**src/hw/rtl/ile_pkg.sv**
```systemverilog
// Indexed list engine: shared constants, opcode and state enums, bus structs.
// No dependencies; imported by every module of the block.
`timescale 1ns / 1ps

package ile_pkg;

  localparam int DEPTH  = 64;
  localparam int IDX_W  = $clog2(DEPTH);
  localparam int CNT_W  = $clog2(DEPTH + 1);
  localparam int WORD_W = 32;
  localparam int OP_W   = 3;
  localparam int STAT_W = 3;

  typedef enum logic [OP_W-1:0] {
    OP_PUSH   = 3'd0,
    OP_INSERT = 3'd1,
    OP_POP    = 3'd2,
    OP_DELETE = 3'd3,
    OP_REMOVE = 3'd4,
    OP_FIND   = 3'd5,
    OP_READ   = 3'd6
  } op_e;

  localparam logic [STAT_W-1:0] ST_OK       = 3'd0;
  localparam logic [STAT_W-1:0] ST_RANGE    = 3'd1;
  localparam logic [STAT_W-1:0] ST_EMPTY    = 3'd2;
  localparam logic [STAT_W-1:0] ST_FULL     = 3'd3;
  localparam logic [STAT_W-1:0] ST_NOTFOUND = 3'd4;

  typedef enum logic [1:0] {
    S_IDLE,
    S_SCAN,
    S_FIN
  } state_e;

  // one rotation step of the cell chain plus the tail-side write
  typedef struct packed {
    logic              step;
    logic              wr_en;
    logic [IDX_W-1:0]  wr_idx;
    logic [WORD_W-1:0] wr_data;
  } ile_bus_t;

  typedef struct packed {
    logic [WORD_W-1:0] read_value;
    logic [IDX_W-1:0]  found_position;
    logic [CNT_W-1:0]  count;
    logic [STAT_W-1:0] status;
  } ile_result_t;

endpackage

```
**src/hw/rtl/ile_cell.sv**
```systemverilog
// Indexed list engine: one storage cell of the shifting chain.
// Depends on ile_pkg.
`timescale 1ns / 1ps

module ile_cell
  import ile_pkg::*;
(
  input  logic              clk_i,
  input  logic              step_i,
  input  logic              load_i,
  input  logic [WORD_W-1:0] load_data_i,
  input  logic [WORD_W-1:0] shift_data_i,
  output logic [WORD_W-1:0] data_o
);

  logic [WORD_W-1:0] data_q;

  always_ff @(posedge clk_i) begin
    if (step_i) begin
      data_q <= load_i ? load_data_i : shift_data_i;
    end
  end

  assign data_o = data_q;

endmodule

```
**src/hw/rtl/ile_ctrl.sv**
```systemverilog
// Indexed list engine: request decode, scan sequencer and result register.
// Drives the cell chain through ile_bus_t; depends on ile_pkg.
`timescale 1ns / 1ps

module ile_ctrl
  import ile_pkg::*;
(
  input  logic              clk_i,
  input  logic              rst_ni,
  input  logic              in_valid_i,
  output logic              in_stall_o,
  input  logic [OP_W-1:0]   opcode_i,
  input  logic [CNT_W-1:0]  position_i,
  input  logic [WORD_W-1:0] value_i,
  input  logic [WORD_W-1:0] head_i,
  output ile_bus_t          bus_o,
  output logic              out_valid_o,
  input  logic              out_stall_i,
  output ile_result_t       result_o
);

  state_e            state_q, state_d;
  logic [CNT_W-1:0]  cnt_q, cnt_d;
  op_e               op_q, op_d;
  logic [CNT_W-1:0]  pos_q, pos_d;
  logic [WORD_W-1:0] val_q, val_d;
  logic              ok_q, ok_d;
  logic [IDX_W-1:0]  k_q, k_d;
  logic [CNT_W-1:0]  r_q, r_d;
  logic [WORD_W-1:0] hold_q, hold_d;
  logic [WORD_W-1:0] rd_q, rd_d;
  logic [IDX_W-1:0]  fp_q, fp_d;
  logic              found_q, found_d;
  logic [STAT_W-1:0] st_q, st_d;
  logic              out_valid_q, out_valid_d;
  ile_result_t       res_q, res_d;

  logic              out_load;
  logic              last_step;
  logic [CNT_W-1:0]  kx;
  logic              in_list;
  logic              hit;
  logic [CNT_W-1:0]  tgt;

  assign out_load  = !out_valid_q || !out_stall_i;
  assign last_step = (k_q == IDX_W'(DEPTH - 1));
  assign kx        = CNT_W'(k_q);
  assign in_list   = (kx < cnt_q);
  assign hit       = in_list && (head_i == val_q);
  // removed words pull the write slot down from the tail
  assign tgt       = CNT_W'(DEPTH - 1) - r_q;

  // next state
  always_comb begin
    state_d = state_q;
    case (state_q)
      S_IDLE: begin
        if (in_valid_i) state_d = S_SCAN;
      end
      S_SCAN: begin
        if (last_step) state_d = S_FIN;
      end
      S_FIN: begin
        if (out_load) state_d = S_IDLE;
      end
      default: state_d = S_IDLE;
    endcase
  end

  // outputs
  always_comb begin
    in_stall_o    = 1'b1;
    bus_o.step    = 1'b0;
    bus_o.wr_en   = 1'b0;
    bus_o.wr_idx  = tgt[IDX_W-1:0];
    bus_o.wr_data = head_i;
    case (state_q)
      S_IDLE: begin
        in_stall_o = 1'b0;
      end
      S_SCAN: begin
        bus_o.step  = 1'b1;
        bus_o.wr_en = 1'b1;
        case (op_q)
          OP_PUSH, OP_INSERT: begin
            if (ok_q) begin
              if (kx == pos_q) begin
                bus_o.wr_data = val_q;
              end else if (kx > pos_q) begin
                bus_o.wr_data = hold_q;
              end
            end
          end
          OP_DELETE: begin
            if (ok_q && kx == pos_q) bus_o.wr_en = 1'b0;
          end
          OP_REMOVE: begin
            if (hit) bus_o.wr_en = 1'b0;
          end
          default: ;
        endcase
      end
      default: ;
    endcase
  end

  // datapath
  always_comb begin
    cnt_d       = cnt_q;
    op_d        = op_q;
    pos_d       = pos_q;
    val_d       = val_q;
    ok_d        = ok_q;
    k_d         = k_q;
    r_d         = r_q;
    hold_d      = hold_q;
    rd_d        = rd_q;
    fp_d        = fp_q;
    found_d     = found_q;
    st_d        = st_q;
    res_d       = res_q;
    out_valid_d = out_valid_q && out_stall_i;
    case (state_q)
      S_IDLE: begin
        if (in_valid_i) begin
          op_d    = op_e'(opcode_i);
          val_d   = value_i;
          pos_d   = position_i;
          ok_d    = 1'b1;
          st_d    = ST_OK;
          k_d     = '0;
          r_d     = '0;
          rd_d    = '0;
          fp_d    = '0;
          found_d = 1'b0;
          case (op_e'(opcode_i))
            OP_PUSH: begin
              pos_d = cnt_q;
              if (cnt_q == CNT_W'(DEPTH)) begin
                ok_d = 1'b0;
                st_d = ST_FULL;
              end
            end
            OP_INSERT: begin
              if (position_i > cnt_q) begin
                ok_d = 1'b0;
                st_d = ST_RANGE;
              end else if (cnt_q == CNT_W'(DEPTH)) begin
                ok_d = 1'b0;
                st_d = ST_FULL;
              end
            end
            OP_POP: begin
              pos_d = cnt_q - CNT_W'(1);
              if (cnt_q == '0) begin
                ok_d = 1'b0;
                st_d = ST_EMPTY;
              end
            end
            OP_DELETE, OP_READ: begin
              if (position_i >= cnt_q) begin
                ok_d = 1'b0;
                st_d = ST_RANGE;
              end
            end
            OP_REMOVE: ;
            OP_FIND: st_d = ST_NOTFOUND;
            default: ok_d = 1'b0;
          endcase
        end
      end
      S_SCAN: begin
        k_d    = k_q + IDX_W'(1);
        hold_d = head_i;
        case (op_q)
          OP_DELETE: begin
            if (ok_q && kx == pos_q) r_d = r_q + CNT_W'(1);
          end
          OP_REMOVE: begin
            if (hit) r_d = r_q + CNT_W'(1);
          end
          OP_POP, OP_READ: begin
            if (ok_q && kx == pos_q) rd_d = head_i;
          end
          OP_FIND: begin
            if (hit && !found_q) begin
              found_d = 1'b1;
              fp_d    = k_q;
            end
          end
          default: ;
        endcase
      end
      S_FIN: begin
        if (out_load) begin
          case (op_q)
            OP_PUSH, OP_INSERT: begin
              if (ok_q) cnt_d = cnt_q + CNT_W'(1);
            end
            OP_POP, OP_DELETE: begin
              if (ok_q) cnt_d = cnt_q - CNT_W'(1);
            end
            OP_REMOVE: cnt_d = cnt_q - r_q;
            default: ;
          endcase
          res_d.read_value     = rd_q;
          res_d.found_position = fp_q;
          res_d.count          = cnt_d;
          res_d.status         = (op_q == OP_FIND && found_q) ? ST_OK : st_q;
          out_valid_d          = 1'b1;
        end
      end
      default: ;
    endcase
  end

  always_ff @(posedge clk_i or negedge rst_ni) begin
    if (!rst_ni) begin
      state_q     <= S_IDLE;
      cnt_q       <= '0;
      out_valid_q <= 1'b0;
    end else begin
      state_q     <= state_d;
      cnt_q       <= cnt_d;
      out_valid_q <= out_valid_d;
    end
  end

  always_ff @(posedge clk_i) begin
    op_q    <= op_d;
    pos_q   <= pos_d;
    val_q   <= val_d;
    ok_q    <= ok_d;
    k_q     <= k_d;
    r_q     <= r_d;
    hold_q  <= hold_d;
    rd_q    <= rd_d;
    fp_q    <= fp_d;
    found_q <= found_d;
    st_q    <= st_d;
    res_q   <= res_d;
  end

  assign out_valid_o = out_valid_q;
  assign result_o    = res_q;

endmodule

```
**src/hw/rtl/indexed_list_engine.sv**
```systemverilog
// Indexed list engine top level: DEPTH-cell shifting chain plus controller.
// Depends on ile_pkg, ile_cell and ile_ctrl.
//
//   channel | dir | handshake             | word
//   in      | in  | in_valid_i/in_stall_o | opcode_i, position_i, value_i
//   out     | out | out_valid_o/out_stall_i | read_value_o, found_position_o,
//           |     |                       | count_o, status_o
//
// Every request rotates the whole chain once: the controller accepts it in S_IDLE,
// steps the cells in S_SCAN and loads the result register in S_FIN, and takes
// no new request until it is back in S_IDLE.
// Reset clears state, count and out_valid; cells stay undefined until written.
// A stalled result holds in the output register; a new request is accepted
// meanwhile, and a finished one waits in its last state until the register frees.
`timescale 1ns / 1ps

module indexed_list_engine
  import ile_pkg::*;
(
  input  logic              clk_i,
  input  logic              rst_ni,
  input  logic              in_valid_i,
  output logic              in_stall_o,
  input  logic [OP_W-1:0]   opcode_i,
  input  logic [CNT_W-1:0]  position_i,
  input  logic [WORD_W-1:0] value_i,
  output logic              out_valid_o,
  input  logic              out_stall_i,
  output logic [WORD_W-1:0] read_value_o,
  output logic [IDX_W-1:0]  found_position_o,
  output logic [CNT_W-1:0]  count_o,
  output logic [STAT_W-1:0] status_o
);

  ile_bus_t          bus;
  ile_result_t       result;
  logic [WORD_W-1:0] cell_data [DEPTH];
  logic [DEPTH-1:0]  cell_load;

  ile_ctrl u_ctrl (
    .clk_i       (clk_i),
    .rst_ni      (rst_ni),
    .in_valid_i  (in_valid_i),
    .in_stall_o  (in_stall_o),
    .opcode_i    (opcode_i),
    .position_i  (position_i),
    .value_i     (value_i),
    .head_i      (cell_data[0]),
    .bus_o       (bus),
    .out_valid_o (out_valid_o),
    .out_stall_i (out_stall_i),
    .result_o    (result)
  );

  for (genvar g = 0; g < DEPTH; g++) begin : g_cell
    logic [WORD_W-1:0] shift_in;

    assign cell_load[g] = bus.wr_en && (bus.wr_idx == IDX_W'(g));

    if (g == DEPTH - 1) begin : g_tail
      assign shift_in = bus.wr_data;
    end else begin : g_body
      assign shift_in = cell_data[g+1];
    end

    ile_cell u_cell (
      .clk_i        (clk_i),
      .step_i       (bus.step),
      .load_i       (cell_load[g]),
      .load_data_i  (bus.wr_data),
      .shift_data_i (shift_in),
      .data_o       (cell_data[g])
    );
  end

  assign read_value_o     = result.read_value;
  assign found_position_o = result.found_position;
  assign count_o          = result.count;
  assign status_o         = result.status;

  // at most one write slot per step
  a_one_load: assert property (@(posedge clk_i) disable iff (!rst_ni)
    $onehot0(cell_load))
    else $error("more than one cell loaded");

  a_busy_after_accept: assert property (@(posedge clk_i) disable iff (!rst_ni)
    (in_valid_i && !in_stall_o) |=> in_stall_o)
    else $error("request accepted while busy");

  a_count_range: assert property (@(posedge clk_i) disable iff (!rst_ni)
    out_valid_o |-> (count_o <= CNT_W'(DEPTH)))
    else $error("count beyond capacity");

  a_notfound_pos: assert property (@(posedge clk_i) disable iff (!rst_ni)
    (out_valid_o && status_o == ST_NOTFOUND) |-> (found_position_o == '0))
    else $error("position reported on a miss");

endmodule

```
**config.mk**
```make
export PLATFORM = sky130hd
export DESIGN_NAME = indexed_list_engine
export DESIGN_NICKNAME = d
export VERILOG_FILES = /design/src/hw/rtl/ile_pkg.sv /design/src/hw/rtl/ile_cell.sv /design/src/hw/rtl/ile_ctrl.sv /design/src/hw/rtl/indexed_list_engine.sv
export SDC_FILE = /design/constraint.sdc
export NUM_CORES = 2
export LEC_CHECK = 0
export BUFFER_PORTS_ARGS = -buffer_cell sky130_fd_sc_hd__buf_2
export CORE_ASPECT_RATIO = 0.5
export CORE_UTILIZATION = 45
export DETAILED_ROUTE_END_ITERATION = 8
export GPL_ROUTABILITY_DRIVEN = 0
export PLACE_DENSITY = 0.7
export SYNTH_ARGS = -nofsm -noshare
export SYNTH_HDL_FRONTEND = slang
export SYNTH_SLANG_ARGS = --single-unit
```
**constraint.sdc**
```tcl
create_clock -name clk_i -period 207 [get_ports clk_i]
set_clock_uncertainty 0.2 [all_clocks]
set_input_delay 20.7 -clock clk_i [delete_from_list [all_inputs] [get_ports clk_i]]
set_output_delay 20.7 -clock clk_i [all_outputs]
set_load 0.01 [all_outputs]
```
==> results.py <==
metrics = {
    "run_status": {
        "outcome": "finished clean",
    },
    "worst_setup_path": {
        "cp.arrival_ps": 1600,
        "cp-end-kind": "output port",
        "path_class": "reg -> out",
        "path_buf_inv": 2,
        "slowest_stage": "dfrtp_1",
        "max_stage_delay_ps": 420,
        "critPathTopFamily": "flip-flops",
        "worst-path-stages": 3,
        "crit_chain": "nor2_1 > inv_1 > buf_2",
        "crit_path_max_fanout": 5,
        "cp-start-kind": "register",
        "cp_data_required_time_ps": 186100,
        "r2r_cells": 8,
    },
    "clocking": {
        "ctsHoldBuffers": 0,
        "cts_setup_buffers": 0,
        "postCtsResizedCells": 0,
        "clockBufferDepth": 4,
        "cts_sinks": 2236,
        "clk_pin_slew_ps": 60,
        "cts_max_level": 4,
        "cts_tree": "done",
        "clk_latency_ps": 840,
        "cts_root_buf": "clkbuf_16",
        "cts_buffers": 206,
    },
    "sta": {
        "setup_violations": 0,
        "hold-worst-slack_ps": 220,
        "post-route-period-util_pct": 10.9,
        "tightestPinTransition_ps": 1370,
        "report.final.slew_viol_count": 0,
        "fmax_mhz": 44.4,
        "rsz0062_at_grt": "false",
        "setup_tns_ps": 0,
        "max-slew-margin-rel_pct": 8.33,
        "fin_crit_ps": 22500,
        "hold_viol": 0,
    },
    "yosys": {
        "syn_inst": 5276,
        "synth-warning-count": 0,
        "async_reset_ff_share_pct": 0.447,
        "synth_seq_area_share_pct": 69.1,
        "synth_area_sq_um": 97100,
        "synth_top_flop_cell": "edfxtp_1",
        "syn-num-nets": 5355,
        "synth_seq_cells": 2236,
        "avgSynthCellArea_sq_um": 18.4,
        "ys_types": 67,
        "synth_edf_count": 2226,
    },
    "global_route": {
        "antenna_found_initial": 9,
        "grt_max_degree": 194,
        "grt_pass1_vias": 47300,
        "grt_pass1_wl_um": 293000,
        "grt-ovfl-total": 0,
        "grt_util_all_layers_pct": 17.2,
    },
    "drt": {
        "viasPerCell": 5.60,
        "drt_pre_antenna_iters": 6,
        "wl_per_cell_um": 22.9,
        "drtAntennaViolNets": 0,
        "num_vias": 46200,
        "drcViolationCount": 0,
        "drt_iter0_markers": 5114,
        "wirelength_um": 189000,
    },
    "die": {
        "die-width_um": 659,
        "io_pins": 96,
        "initial_utilization_pct": 45.3,
        "die_h_um": 330,
        "core_area_sq_um": 214000,
        "num_rows": 120,
        "die_area_sq_um": 218000,
    },
    "placement": {
        "dp_hpwl_um": 105000,
        "portBuffers": 95,
    },
    "layout": {
        "fin_util_pct": 49.3,
        "fill_cells": 17200,
        "drive_gt1_share_pct": 46.1,
        "nNetsFinal": 5311,
        "synthToLayoutAreaGrowth_pct": 8.68,
    },
    "power": {
        "leakage_nw": 27.7,
        "power_density_nw_per_um2": 8.87,
        "ir_drop_v": 0.00000662,
        "p_total_w": 0.000936,
    },
    "job": {
        "drv_cap": 0,
    },
    "worst_hold_path": {
        "hp-class": "reg -> reg",
        "hold_path_depth": 0,
    },
}
-- layout by cell type, fill, tap and decap left out, types with 43 or more instances in the layout --
cell       netlist  layout
nor3_1          49      49
and2_1          44      44
xnor2_1         43      43
clkinv_1         0      50
nor2_1          57      57
mux2_1         123     123
buf_2          113      95
o21ai_4         48      56
mux2_2        1942    1942
nand2_1         49      48
clkbuf_16        0     207
buf_4           82      80
edfxtp_1      2226    2226
-- final cells by class --
class	instances	area (sq um)	share of cell area (%)
Inverter	38	150	0.142
Antenna cell	2	5.00	0.00474
Sequential cell	2236	67100	63.6
Clock buffer	246	5350	5.07
Clock inverter	117	795	0.753
Timing Repair Buffer	180	1160	1.10
Tap cell	2867	3590	3.40
Multi-Input combinational cell	2570	27300	25.9
-- cells in the mapped netlist (all sizes together) (2+ instances only) --
cell type	count	area share (%)
nand3	12	0.067
clkbuf	148	0.57
o221ai	3	0.027
ha	32	0.41
nor2	58	0.23
a22oi	4	0.031
mux2	2065	24
a31o	2	0.018
nand4	13	0.084
a21o	8	0.062
xor2	12	0.11
a21boi	3	0.023
o41ai	2	0.037
inv	38	0.15
buf	284	2.2
mux2i	7	0.080
a32oi	3	0.027
xnor2	43	0.39
o32ai	3	0.027
edfxtp	2226	69
a21oi	15	0.077
o21ai	80	1.0
o21a	3	0.023
o2111ai	4	0.062
nor3	49	0.25
nand2	49	0.19
dfrtp	10	0.26
and3	4	0.026
nand2b	12	0.077
nor2b	7	0.045
nor3b	2	0.015
o221a	6	0.070
a31oi	3	0.019
o211ai	3	0.039
and2	44	0.28
-- cell families (layout without fill, tap and decap cells) --
kind of cell    count (synthesis)  in the layout  share of synthesized area [%]
flops                        2236           2236                           69.1
mux                          2072           2072                           24.0
buf+inv                       470            581                           2.91
simple gates                  258            258                           1.35
compound gates                152            152                           1.64
xor+xnor                       55             55                          0.496
fa+ha+maj                      33             33                          0.433
other cells                     0              2                              0
-- state kept, by name, summed over array words and instances (netlist names), 3 cells and up --
| signal | count |
|---|---|
| g_cell.u_cell.data_o | 2048 |
| u_ctrl.cnt_q | 7 |
| u_ctrl.fp_q | 6 |
| u_ctrl.hold_q | 32 |
| u_ctrl.k_q | 6 |
| u_ctrl.op_q | 3 |
| u_ctrl.pos_q | 7 |
| u_ctrl.r_q | 7 |
| u_ctrl.rd_q | 32 |
| u_ctrl.result_o | 48 |
| u_ctrl.st_q | 3 |
| u_ctrl.val_q | 32 |
-- through the flow --
step | worst slack, ps | cell area (sq um) | cells
final | 184500 | 105000 | 8256
after global routing | 184420 | 105000 | 8254
after CTS | 184450 | 105000 | 8251
after detailed placement | 184250 | 99300 | 7888
after global placement | 184280 | 99300 | 7888
after floorplan | 137800 | 97100 | 5276
-- metal layers --
metal  global-route usage, %  up-vias  wire [um]
met5                       0        -         15
met4                    4.05        2       4070
met3                    2.92      316      10700
met2                    27.8     1274      89000
met1                    24.4    24100      85400
li1                        -    20500          -
-- worst paths after layout --
check	start	endpoint	slack [ps]
min	u_ctrl.rd_q[0]$_SDFFCE_PN0P_	u_ctrl.result_o[16]$_DFFE_PP_	220
max reg2reg	u_ctrl.state_q[1]$_DFFE_PN0P_	g_cell[47].u_cell.data_o[24]$_DFFE_PP_	198470
min reg2reg	u_ctrl.rd_q[0]$_SDFFCE_PN0P_	u_ctrl.result_o[16]$_DFFE_PP_	220
min in group asynchronous	rst_ni	u_ctrl.out_valid_o$_DFF_PN0_	19570
max in group asynchronous	rst_ni	u_ctrl.cnt_q[3]$_DFFE_PN0P_	186790
max	u_ctrl.state_q[1]$_DFFE_PN0P_	in_stall_o	184500
-- power by group --
part / switching, W / total, W / internal (W)
registers: 0.00000306 / 0.000521 / 0.000518
logic: 0.0000464 / 0.0000575 / 0.0000111
clock network: 0.000163 / 0.000357 / 0.000194
(Power assumes the default switching activity.)
